## src/hdl/mu8_pkg.sv

```systemverilog
// Shared types and constants for the modified UTF-8 to UTF-8 converter.
// No dependencies; used by every module under hdl/.
package mu8_pkg;

    localparam int QUEUE_DEPTH_DEF = 4;

    localparam logic [5:0]  HIGH_TAG   = 6'b110110;
    localparam logic [5:0]  LOW_TAG    = 6'b110111;
    localparam logic [20:0] PLANE_BASE = 21'h10000;

    localparam logic [1:0] LEN_IDLE = 2'd0;
    localparam logic [1:0] LEN_TWO  = 2'd2;
    localparam logic [1:0] LEN_THREE = 2'd3;

    // One record per input byte that produces output or ends a string: up to four bytes.
    typedef struct packed {
        logic [3:0][7:0] data;
        logic [1:0]      cnt_m1;
        logic            has_byte;
        logic            fin;
    } rec_t;

endpackage

```

## src/hdl/modified_utf8_to_utf8.sv

```systemverilog
// Modified UTF-8 to standard UTF-8 stream converter, top level.
// Instantiates mu8_front, mu8_fifo and mu8_back; depends on mu8_pkg.
//
// Takes one modified UTF-8 byte per cycle on s_axis while the queue has room
// and emits standard UTF-8 bytes on m_axis, one per cycle while m_axis_tready
// is high. Each input byte yields zero to four output transactions; a joined
// surrogate pair yields four, which the back end sends while the front end
// keeps taking input until the record queue (QUEUE_DEPTH records) fills. An
// input byte that ends a string but emits nothing yields one transaction with
// byte_valid low. Records pass through the queue and the back-end register.
module modified_utf8_to_utf8 #(
    parameter int QUEUE_DEPTH = mu8_pkg::QUEUE_DEPTH_DEF
) (
    input  logic       clk,
    input  logic       rst_n,
    input  logic       s_axis_tvalid,
    output logic       s_axis_tready,
    input  logic [7:0] s_axis_tdata,   // [7:0] in_byte
    input  logic       s_axis_tlast,   // in_last
    output logic       m_axis_tvalid,
    input  logic       m_axis_tready,
    output logic [7:0] m_axis_tdata,   // [7:0] out_byte
    output logic [1:0] m_axis_tuser,   // [0] byte_valid, [1] run_last
    output logic       m_axis_tlast    // stream_end
);
    import mu8_pkg::*;

    rec_t front_rec, queue_rec;
    logic push, full, pop, empty;

    mu8_front u_front (
        .clk      (clk),
        .rst_n    (rst_n),
        .in_valid (s_axis_tvalid),
        .in_ready (s_axis_tready),
        .in_byte  (s_axis_tdata),
        .in_last  (s_axis_tlast),
        .full     (full),
        .push     (push),
        .rec      (front_rec)
    );

    mu8_fifo #(
        .DEPTH (QUEUE_DEPTH)
    ) u_fifo (
        .clk     (clk),
        .rst_n   (rst_n),
        .push    (push),
        .rec_in  (front_rec),
        .full    (full),
        .pop     (pop),
        .rec_out (queue_rec),
        .empty   (empty)
    );

    mu8_back u_back (
        .clk        (clk),
        .rst_n      (rst_n),
        .rec_in     (queue_rec),
        .empty      (empty),
        .pop        (pop),
        .out_valid  (m_axis_tvalid),
        .out_ready  (m_axis_tready),
        .out_byte   (m_axis_tdata),
        .byte_valid (m_axis_tuser[0]),
        .run_last   (m_axis_tuser[1]),
        .stream_end (m_axis_tlast)
    );

    a_end_is_run_end: assert property (@(posedge clk) disable iff (!rst_n)
        m_axis_tvalid && m_axis_tlast |-> m_axis_tuser[1])
        else $error("stream end without run end");

    a_bare_marker: assert property (@(posedge clk) disable iff (!rst_n)
        m_axis_tvalid && !m_axis_tuser[0] |-> m_axis_tlast && m_axis_tdata == 8'd0)
        else $error("bare end marker malformed");

    a_burst_continues: assert property (@(posedge clk) disable iff (!rst_n)
        m_axis_tvalid && m_axis_tready && !m_axis_tuser[1] |=> m_axis_tvalid)
        else $error("burst broken before run end");

endmodule

```

## src/hdl/mu8_front.sv

```systemverilog
// Front end: accepts input bytes, tracks character and surrogate state,
// and builds a record per byte that emits or ends a string. Depends on mu8_pkg.
module mu8_front (
    input  logic           clk,
    input  logic           rst_n,
    input  logic           in_valid,
    output logic           in_ready,
    input  logic [7:0]     in_byte,
    input  logic           in_last,
    input  logic           full,
    output logic           push,
    output mu8_pkg::rec_t  rec
);
    import mu8_pkg::*;

    logic [1:0]  needed_reg, needed_next;
    logic [1:0]  held_reg, held_next;
    logic [7:0]  c0_reg, c0_next;
    logic [7:0]  c1_reg, c1_next;
    logic        hp_reg, hp_next;
    logic [9:0]  hpl_reg, hpl_next;
    logic [15:0] code;
    logic [20:0] cp;
    logic [2:0]  n;
    logic [3:0][7:0] obuf;
    logic        accept;

    assign in_ready = ~full;
    assign accept   = in_valid & ~full;

    always_comb
    begin
        needed_next = needed_reg;
        held_next   = held_reg;
        c0_next     = c0_reg;
        c1_next     = c1_reg;
        hp_next     = hp_reg;
        hpl_next    = hpl_reg;
        n           = 3'd0;
        obuf        = '0;
        code = (needed_reg == LEN_TWO) ? {5'd0, c0_reg[4:0], in_byte[5:0]}
                                       : {c0_reg[3:0], c1_reg[5:0], in_byte[5:0]};
        cp = PLANE_BASE + {1'b0, hpl_reg, code[9:0]};

        if (needed_reg == LEN_IDLE)
        begin
            if (in_byte[7:5] == 3'b110)
            begin
                c0_next     = in_byte;
                held_next   = 2'd1;
                needed_next = LEN_TWO;
            end
            else if (in_byte[7:4] == 4'b1110)
            begin
                c0_next     = in_byte;
                held_next   = 2'd1;
                needed_next = LEN_THREE;
            end
            else
            begin
                hp_next = 1'b0;
                obuf[0] = in_byte;
                n       = 3'd1;
            end
        end
        else
        begin
            if (held_reg == 2'd1)
                c1_next = in_byte;
            held_next = held_reg + 2'd1;
            if (held_next == needed_reg)
            begin
                held_next   = 2'd0;
                needed_next = LEN_IDLE;
                hp_next     = 1'b0;
                if (code == 16'd0)
                begin
                    hp_next = 1'b0;
                end
                else if (code[15:10] == HIGH_TAG)
                begin
                    hp_next  = 1'b1;
                    hpl_next = code[9:0];
                end
                else if (code[15:10] == LOW_TAG)
                begin
                    if (hp_reg)
                    begin
                        obuf[0] = {5'b11110, cp[20:18]};
                        obuf[1] = {2'b10, cp[17:12]};
                        obuf[2] = {2'b10, cp[11:6]};
                        obuf[3] = {2'b10, cp[5:0]};
                        n       = 3'd4;
                    end
                end
                else
                begin
                    obuf[0] = c0_reg;
                    if (needed_reg == LEN_TWO)
                    begin
                        obuf[1] = in_byte;
                        n       = 3'd2;
                    end
                    else
                    begin
                        obuf[1] = c1_reg;
                        obuf[2] = in_byte;
                        n       = 3'd3;
                    end
                end
            end
        end

        if (in_last)
        begin
            if (held_next == 2'd1)
            begin
                obuf[0] = c0_next;
                n       = 3'd1;
            end
            else if (held_next == 2'd2)
            begin
                obuf[0] = c0_next;
                obuf[1] = c1_next;
                n       = 3'd2;
            end
            held_next   = 2'd0;
            needed_next = LEN_IDLE;
            hp_next     = 1'b0;
            hpl_next    = 10'd0;
        end
    end

    always_comb
    begin
        rec.data     = obuf;
        rec.cnt_m1   = (n == 3'd0) ? 2'd0 : 2'(n - 3'd1);
        rec.has_byte = (n != 3'd0);
        rec.fin      = in_last;
        push         = accept & ((n != 3'd0) | in_last);
    end

    always_ff @(posedge clk or negedge rst_n)
    begin
        if (!rst_n)
        begin
            needed_reg <= LEN_IDLE;
            held_reg   <= 2'd0;
            hp_reg     <= 1'b0;
            hpl_reg    <= 10'd0;
        end
        else if (accept)
        begin
            needed_reg <= needed_next;
            held_reg   <= held_next;
            hp_reg     <= hp_next;
            hpl_reg    <= hpl_next;
        end
    end

    always_ff @(posedge clk)
    begin
        if (accept)
        begin
            c0_reg <= c0_next;
            c1_reg <= c1_next;
        end
    end

endmodule

```

## src/hdl/mu8_fifo.sv

```systemverilog
// Short record queue between front and back end.
// Depends on mu8_pkg for the record type.
module mu8_fifo #(
    parameter int DEPTH = mu8_pkg::QUEUE_DEPTH_DEF
) (
    input  logic           clk,
    input  logic           rst_n,
    input  logic           push,
    input  mu8_pkg::rec_t  rec_in,
    output logic           full,
    input  logic           pop,
    output mu8_pkg::rec_t  rec_out,
    output logic           empty
);
    import mu8_pkg::*;

    localparam int PW = (DEPTH > 1) ? $clog2(DEPTH) : 1;
    localparam int CW = $clog2(DEPTH + 1);

    rec_t          mem_reg [DEPTH];
    logic [PW-1:0] wr_ptr_reg, wr_ptr_next;
    logic [PW-1:0] rd_ptr_reg, rd_ptr_next;
    logic [CW-1:0] count_reg, count_next;
    logic          do_push, do_pop;

    assign full    = (count_reg == CW'(DEPTH));
    assign empty   = (count_reg == '0);
    assign do_push = push & ~full;
    assign do_pop  = pop & ~empty;
    assign rec_out = mem_reg[rd_ptr_reg];

    always_comb
    begin
        wr_ptr_next = wr_ptr_reg;
        rd_ptr_next = rd_ptr_reg;
        count_next  = count_reg;
        if (do_push)
            wr_ptr_next = (wr_ptr_reg == PW'(DEPTH - 1)) ? '0 : wr_ptr_reg + 1'b1;
        if (do_pop)
            rd_ptr_next = (rd_ptr_reg == PW'(DEPTH - 1)) ? '0 : rd_ptr_reg + 1'b1;
        if (do_push && !do_pop)
            count_next = count_reg + 1'b1;
        else if (do_pop && !do_push)
            count_next = count_reg - 1'b1;
    end

    always_ff @(posedge clk or negedge rst_n)
    begin
        if (!rst_n)
        begin
            wr_ptr_reg <= '0;
            rd_ptr_reg <= '0;
            count_reg  <= '0;
        end
        else
        begin
            wr_ptr_reg <= wr_ptr_next;
            rd_ptr_reg <= rd_ptr_next;
            count_reg  <= count_next;
        end
    end

    always_ff @(posedge clk)
    begin
        if (do_push)
            mem_reg[wr_ptr_reg] <= rec_in;
    end

endmodule

```

## src/hdl/mu8_back.sv

```systemverilog
// Back end: unpacks queued records into one output byte per transaction.
// Depends on mu8_pkg for the record type.
module mu8_back (
    input  logic           clk,
    input  logic           rst_n,
    input  mu8_pkg::rec_t  rec_in,
    input  logic           empty,
    output logic           pop,
    output logic           out_valid,
    input  logic           out_ready,
    output logic [7:0]     out_byte,
    output logic           byte_valid,
    output logic           run_last,
    output logic           stream_end
);
    import mu8_pkg::*;

    rec_t       cur_reg, cur_next;
    logic       cur_valid_reg, cur_valid_next;
    logic [1:0] idx_reg, idx_next;
    logic       done;

    assign run_last   = (idx_reg == cur_reg.cnt_m1);
    assign done       = cur_valid_reg & out_ready & run_last;
    assign pop        = (~cur_valid_reg | done) & ~empty;
    assign out_valid  = cur_valid_reg;
    assign out_byte   = cur_reg.data[idx_reg];
    assign byte_valid = cur_reg.has_byte;
    assign stream_end = run_last & cur_reg.fin;

    always_comb
    begin
        cur_next       = cur_reg;
        cur_valid_next = cur_valid_reg;
        idx_next       = idx_reg;
        if (pop)
        begin
            cur_next       = rec_in;
            cur_valid_next = 1'b1;
            idx_next       = 2'd0;
        end
        else if (done)
        begin
            cur_valid_next = 1'b0;
        end
        else if (cur_valid_reg && out_ready)
        begin
            idx_next = idx_reg + 2'd1;
        end
    end

    always_ff @(posedge clk or negedge rst_n)
    begin
        if (!rst_n)
        begin
            cur_valid_reg <= 1'b0;
            idx_reg       <= 2'd0;
        end
        else
        begin
            cur_valid_reg <= cur_valid_next;
            idx_reg       <= idx_next;
        end
    end

    always_ff @(posedge clk)
    begin
        cur_reg <= cur_next;
    end

endmodule

```

## config.mk

```make
export PLATFORM = sky130hd
export DESIGN_NAME = modified_utf8_to_utf8
export DESIGN_NICKNAME = d
export VERILOG_FILES = /design/src/hdl/mu8_pkg.sv /design/src/hdl/modified_utf8_to_utf8.sv /design/src/hdl/mu8_front.sv /design/src/hdl/mu8_fifo.sv /design/src/hdl/mu8_back.sv
export SDC_FILE = /design/constraint.sdc
export NUM_CORES = 1
export LEC_CHECK = 0
export BUFFER_PORTS_ARGS = -buffer_cell sky130_fd_sc_hd__buf_2
export CAP_MARGIN = 20
export CORE_MARGIN = 4
export CORE_UTILIZATION = 30
export DETAILED_ROUTE_END_ITERATION = 8
export SYNTH_ARGS = -nofsm -noshare
export SYNTH_HDL_FRONTEND = slang
export SYNTH_HIERARCHICAL = 1
export SYNTH_SLANG_ARGS = --single-unit
```

## constraint.sdc

```tcl
create_clock -name clk -period 7 [get_ports clk]
set_clock_uncertainty 0.05 [all_clocks]
set_input_delay 0.35 -clock clk [delete_from_list [all_inputs] [get_ports clk]]
set_output_delay 0.35 -clock clk [all_outputs]
set_load 0.05 [all_outputs]
```

==> results of run 1 <==
==> worst max-delay path, stage by stage (launching register included) <==
cell and delay [ns]:
sky130_fd_sc_hd__dfrtp_1 0.62, sky130_fd_sc_hd__nand2b_1 0.54, sky130_fd_sc_hd__and4_1 0.58, sky130_fd_sc_hd__and3_1 0.68, sky130_fd_sc_hd__a311oi_2 0.10, sky130_fd_sc_hd__a21oi_1 0.25, sky130_fd_sc_hd__nor2b_1 0.48, sky130_fd_sc_hd__and2_2 0.91
==> logic make-up (layout without fill, tap and decap cells) <==
| family | after synthesis | after routing | share of synthesized area [%] |
|---|---|---|---|
| simple gates | 114 | 114 | 6.74 |
| buf+inv | 59 | 94 | 3.43 |
| other cells | 1 | 2 | 0.0385 |
| xor+xnor | 11 | 11 | 0.990 |
| fa+ha+maj | 9 | 9 | 1.23 |
| flops | 221 | 221 | 66.9 |
| mux | 63 | 63 | 12.5 |
| compound gates | 106 | 106 | 8.14 |
==> layer usage <==
layer  vias to the layer above  share of wire, %  track usage [%]
met5                         -                 0                0
met4                         0               2.0             2.43
met3                        28               6.0             2.22
met2                       148                43             16.1
met1                      2637                49             17.8
li1                       2343                 -                -
==> per-stage QoR <==
step / total power, mW / hold slack (ns) / cells
floorplan: 3.16 / 0.00441 / 584
global placement: 3.51 / 0.374 / 1011
detailed placement: 3.54 / 0.378 / 1011
CTS: 4.77 / 0.142 / 1054
global route: 4.96 / 0.172 / 1054
finish: 4.71 / 0.157 / 1055
==> what timing repair did <==
item                      CTS  global route
resized for setup           0             0
hold buffers                1             0
hold endpoints to repair   25             0
buffers inserted            0             0
==> cell type report <==
cell class              count  area share [%]
diodes                      1          0.0228
clock buffers              27            5.38
clock inverters            15            1.53
inverters                  21           0.718
multi-input cells         304            26.5
flip-flops and latches    221            59.4
well taps                 435            4.96
repair buffers             31            1.57
==> final timing paths <==
check / from / slack (ns) / to / depth (start not counted)
setup / recovery: u_front/needed_reg[0] / 2.37 / u_fifo/mem_reg[3][16] / 7
hold / removal: m_axis_tready / 0.16 / u_back/idx_reg[1] / 4
setup reg to reg: u_front/needed_reg[0] / 2.37 / u_fifo/mem_reg[3][16] / 7
hold reg to reg: u_front/hpl_reg[2] / 0.46 / u_front/hpl_reg[2] / 1
max in group asynchronous: rst_n / 6.08 / u_fifo/rd_ptr_reg[0] / 2
min in group asynchronous: rst_n / 0.33 / u_back/idx_reg[1] / 2
==> report_power, final <==
part           internal (mW)  switching [mW]  total, mW
clock network          0.720           0.500       1.22
registers               1.89           0.157       2.05
logic                  0.547           0.892       1.44
==> cell usage after synthesis (7+ instances only) <==
library cell	n	area (um^2)
sky130_fd_sc_hd__a211oi_1	7	52.6
sky130_fd_sc_hd__a21oi_1	28	140
sky130_fd_sc_hd__a22o_1	8	70.1
sky130_fd_sc_hd__a31oi_1	7	43.8
sky130_fd_sc_hd__and2_1	17	106
sky130_fd_sc_hd__buf_2	15	75.1
sky130_fd_sc_hd__buf_4	9	67.6
sky130_fd_sc_hd__buf_6	8	90.1
sky130_fd_sc_hd__dfrtp_1	25	626
sky130_fd_sc_hd__edfxtp_1	196	5890
sky130_fd_sc_hd__ha_1	8	100
sky130_fd_sc_hd__inv_1	21	78.8
sky130_fd_sc_hd__mux2i_1	7	70.1
sky130_fd_sc_hd__mux4_2	44	991
sky130_fd_sc_hd__nand2_1	23	86.3
sky130_fd_sc_hd__nand2b_1	7	43.8
sky130_fd_sc_hd__nand3_1	9	45.0
sky130_fd_sc_hd__nor2_1	22	82.6
sky130_fd_sc_hd__o21ai_0	8	40.0
sky130_fd_sc_hd__o21ai_1	7	35.0
==> qor.yml, run 1 <==
synth:
  cell_count_after_synthesis: 584
  synth_area_per_cell_um2: 16.7
  dominantRegCellSynth: "sky130_fd_sc_hd__edfxtp_1"
  synth_edf_count: 196
  syn_std_cell_area_um2: 9730
  fraction_of_registers_with_async_set_or_reset_after_synthesis_pct: 11.3
  synth_warnings: 6
  synth.yosys.seq_area_share_pct: 66.9
  synth.ff_latch_count: 221
  synth_cell_types: 71
  syn-num-nets: 606
floorplan:
  floorplan.io_pins: 26
  initial_core_util_pct: 30.6
  num_rows: 65
  floorplan.die.height_um: 188
  die_area_um2: 35400
  chipWidth_um: 188
  floorplan.core_area_um2: 31800
final_layout:
  num-fill-cells: 3006
  layout.core_utilization_pct: 34.5
  layout.area.seq_um2: 6510
  largest_register_ff_count: 144
  footprint_of_the_multi_input_gates_um2: 2900
  layout_common_cells: "sky130_fd_sc_hd__edfxtp_1 (196), sky130_fd_sc_hd__mux4_2 (44), sky130_fd_sc_hd__a21oi_1 (27)"
  layout_overhead_on_the_synthesized_area_pct: 12.7
  numnets_final: 624
  design_area_um2: 11000
  post_route_cells_drive_above_1_share_pct: 24.2
  layout_commonest_cell: "sky130_fd_sc_hd__edfxtp_1"
global_routing:
  gr-usage-all-layers_pct: 11.3
  maximum_number_of_pins_on_one_net_before_global_route_repair: 40
  grt_antenna_before_repair: 0
  first_pass_grt_wire_length_mm: 31.5
  globalRouteOverflowTotal: 0
  grt_pass1_vias: 5170
sta:
  final_max_slew_viol_count: 0
  report.final.hold_viol_count: 0
  tightest_slew_ns: 1.00
  setup_ws_ns: 2.37
  fin_setup_tns_ns: 0
  slew-limit-headroom_pct: 33.1
  maximum_clock_frequency_mhz: 216
  rsz_0062_raised_after_global_routing: "false"
  timing.final.setup_violations: 0
  fraction_of_the_cycle_the_final_worst_path_needs_pct: 66.2
  post_route_minimum_period_ns: 4.63
power_and_ir_drop:
  power.leakage_nw: 3.76
  cellPowerDensity_nw_per_um2: 429
  peakVddDrop_uv: 193
status:
  run_status: "completed"
route:
  drtPass1Iterations: 5
  drt_iter0_drc: 482
  post-route-drc-count: 0
  routed_wire_per_std_cell_um: 19.1
  detail_route.vias_per_cell: 4.89
  detail-route-antenna-nets: 0
  drt_wl_total_mm: 20.2
  vias: 5156
setup_path:
  critical_path.max_fanout: 36
  setup_crit_start_kind: "flip-flop"
  endpoint_kind: "flip-flop"
  worst_ep_arrival_time_ns: 4.71
  cp_data_required_time_ns: 7.08
  critical_path_class: "flip-flop to flip-flop"
place:
  io_buffers: 25
  gp_congestion: 0.830
  estimated_wirelength_of_the_detail_placed_design_mm: 13.2
  dp_worst_setup_slack_ns: 2.34
  detailed_place.area_um2: 10200
cts:
  clock-sinks: 221
  cts_tree: "built"
  worst_skew_pair.late_latency_ns: 0.52
  clockBufferDepth: 3
  cts.htree.levels: 1
  worst_setup_hold_path_clk_slew_ns: 0.06
  cts_buffers: 23
  clockRootBuffer: "sky130_fd_sc_hd__clkbuf_16"
worst_hold_path:
  hold_path.class: "primary input to flip-flop"
job:
  max_cap_violations: 0
No activity file was read; power rests on OpenSTA's default activity.
==> run 2, diff against run 1 <==
clock period = 3.77 ns   (was 7 ns; I/O delays follow)
==> qor.yml, run 2 (synthesis gave the netlist of run 1 again) <==
cts:
  cts_buffers: 25  # was 23
  worst_skew_pair.late_latency_ns: 0.53  # was 0.52 ns
  clock-sinks: 221  # unchanged
  clockRootBuffer: "sky130_fd_sc_hd__clkbuf_16"  # unchanged
  clockBufferDepth: 3  # unchanged
  cts.htree.levels: 1  # unchanged
  worst_setup_hold_path_clk_slew_ns: 0.06  # about the same
  cts_tree: "built"  # unchanged
floorplan:
  floorplan.io_pins: 26  # unchanged
  initial_core_util_pct: 30.6  # unchanged
  num_rows: 65  # unchanged
  chipWidth_um: 188  # unchanged
  die_area_um2: 35400  # unchanged
  floorplan.die.height_um: 188  # unchanged
  floorplan.core_area_um2: 31800  # unchanged
final_layout:
  post_route_cells_drive_above_1_share_pct: 25.5  # was 24.2%
  layout_commonest_cell: "sky130_fd_sc_hd__edfxtp_1"  # unchanged
  instances_no_fill: 1077  # was 1055
  layout_common_cells: "sky130_fd_sc_hd__edfxtp_1 (196), sky130_fd_sc_hd__mux4_2 (44), sky130_fd_sc_hd__a21oi_1 (27)"  # unchanged
  antenna_cells_inserted: 0  # was 1
  num-fill-cells: 2988  # was 3006
  largest_register_ff_count: 144  # unchanged
  numnets_final: 645  # was 624
  layout_overhead_on_the_synthesized_area_pct: 14.8  # was 12.7%
status:
  run_status: "completed"  # unchanged
setup_path:
  critical_path.max_fanout: 12  # was 36
  worst_ep_arrival_time_ns: 3.85  # was 4.71 ns
  cp_data_required_time_ns: 4.13  # was 7.08 ns
  setup_crit_start_kind: "flip-flop"  # unchanged
  slowest_delay_ns: 0.52  # was 0.91 ns
  slowest_stage: "sky130_fd_sc_hd__or3_4"  # was sky130_fd_sc_hd__and2_2
  timing.critical_path.cells: "buf_4, or2_1, or3_4, and2_1, a311oi_2, a21oi_1, nor2b_1, ha_1, inv_1, fa_1, mux2_2"  # was nand2b_1, and4_1, and3_1, a311oi_2, a21oi_1, nor2b_1, and2_2
  endpoint_kind: "flip-flop"  # unchanged
  critical_path_class: "flip-flop to flip-flop"  # unchanged
route:
  drt_iter0_drc: 485  # was 482
  routed_wire_per_std_cell_um: 18.8  # was 19.1 um
  vias: 5221  # was 5156
  drtPass1Iterations: 5  # unchanged
  detail-route-antenna-nets: 0  # unchanged
  drt_wl_total_mm: 20.2  # about the same
  post-route-drc-count: 0  # unchanged
  detail_route.vias_per_cell: 4.85  # was 4.89
place:
  io_buffers: 25  # unchanged
  gp_congestion: 0.807  # was 0.830
  estimated_wirelength_of_the_detail_placed_design_mm: 13.5  # was 13.2 mm
  dp_worst_setup_slack_ns: 0.139  # was 2.34 ns
  placedCellCount: 1026  # was 1011
global_routing:
  globalRouteOverflowTotal: 0  # unchanged
  first_pass_grt_wire_length_mm: 31.8  # was 31.5 mm
  maximum_number_of_pins_on_one_net_before_global_route_repair: 37  # was 40
  grt_pass1_vias: 5276  # was 5170
  gr-usage-all-layers_pct: 11.5  # was 11.3%
  grt_antenna_before_repair: 0  # unchanged
sta:
  post_route_minimum_period_ns: 3.49  # was 4.63 ns
  maximum_clock_frequency_mhz: 287  # was 216 MHz
  fraction_of_the_cycle_the_final_worst_path_needs_pct: 92.5  # was 66.2%
  timing.final.setup_violations: 0  # unchanged
  report.final.hold_viol_count: 0  # unchanged
  tightest_slew_ns: 1.02  # was 1.00 ns
  fin_setup_tns_ns: 0  # unchanged
  rsz_0062_raised_after_global_routing: "false"  # unchanged
  slew-limit-headroom_pct: 31.8  # was 33.1%
  final_max_slew_viol_count: 0  # unchanged
  setup_ws_ns: 0.282  # was 2.37 ns
worst_hold_path:
  hold_path.class: "primary input to flip-flop"  # unchanged
power_and_ir_drop:
  power.leakage_nw: 3.87  # was 3.76 nW
  post-layout-total-power_mw: 8.82  # was 4.71 mW
  peakVddDrop_uv: 377  # was 193 uV
  cellPowerDensity_nw_per_um2: 790  # was 429 nW/um^2
job:
  max_cap_violations: 0  # unchanged
run 2: cell type report:
class | instances | area (um^2) | area share (%)
multi-input combinational | 304 | 2910 | 26.0
sequential | 221 | 6510 | 58.3
timing repair buffer | 50 | 350 | 3.14
tap | 435 | 544 | 4.87
clock buffer | 40 | 702 | 6.28
clock inverter | 6 | 78.8 | 0.706
inverter | 21 | 78.8 | 0.706
run 2: through the flow:
| step | instance area [um^2] | hold slack, ns | utilization [%] |
|---|---|---|---|
| 3_5_place_dp | 10300 | 0.207 | 32.5 |
| 6_report | 11200 | 0.0348 | 35.1 |
| 4_1_cts | 11200 | 0.00915 | 35.1 |
| 5_1_grt | 11200 | 0.0258 | 35.1 |
| 3_3_place_gp | 10300 | 0.205 | 32.5 |
| 2_1_floorplan | 9740 | -0.157 | - |
run 2: final timing paths:
check / from / to / slack [ns] / depth (start not counted)
min in group asynchronous: rst_n / u_back/out_valid / 0.19 / 2
max in group asynchronous: rst_n / u_fifo/rd_ptr_reg[0] / 2.99 / 2
worst min register to register: u_front/hpl_reg[2] / u_front/hpl_reg[2] / 0.46 / 1
worst max-delay path: u_front/needed_reg[0] / u_fifo/count_reg[1] / 0.28 / 11
worst max register to register: u_front/needed_reg[0] / u_fifo/count_reg[1] / 0.28 / 11
worst min-delay path: s_axis_tdata[3] / u_front/hpl_reg[3] / 0.03 / 2
run 2: repair_timing:
| item | CTS | global route |
|---|---|---|
| setup buffers | 0 | 0 |
| hold buffers | 5 | 0 |
| resized for setup | 0 | 3 |
| endpoints found under the hold margin | 29 | 0 |
| endpoints found under the setup margin | 0 | 73 |
run 2: metal layers:
layer / up-vias / part of all wire (%) / global-route usage (%) / routed length, um
li1: 2396 / - / - / -
met1: 2666 / 48 / 17.2 / 9720
met2: 128 / 45 / 17.1 / 9100
met3: 31 / 5.0 / 1.99 / 1010
met4: 0 / 2.1 / 3.42 / 418
met5: - / 0 / 0 / 0
run 2: power by group:
group / leakage, nW / internal (mW) / switching, mW
registers: 2.14 / 3.50 / 0.314
clock network: 0.370 / 1.35 / 0.940
logic: 1.36 / 1.09 / 1.62
total: 3.87 / 5.95 / 2.87
run 2: worst max-delay path: cells and delay by family (launching register included):
kind	cells	cell delay [ns]
AOI/OAI and AO/OA	2	0.43
adders and majority gates	2	0.64
buffers and inverters	2	0.28
DFF	1	0.50
muxes	1	0.27
and+or+nand+nor	4	1.20
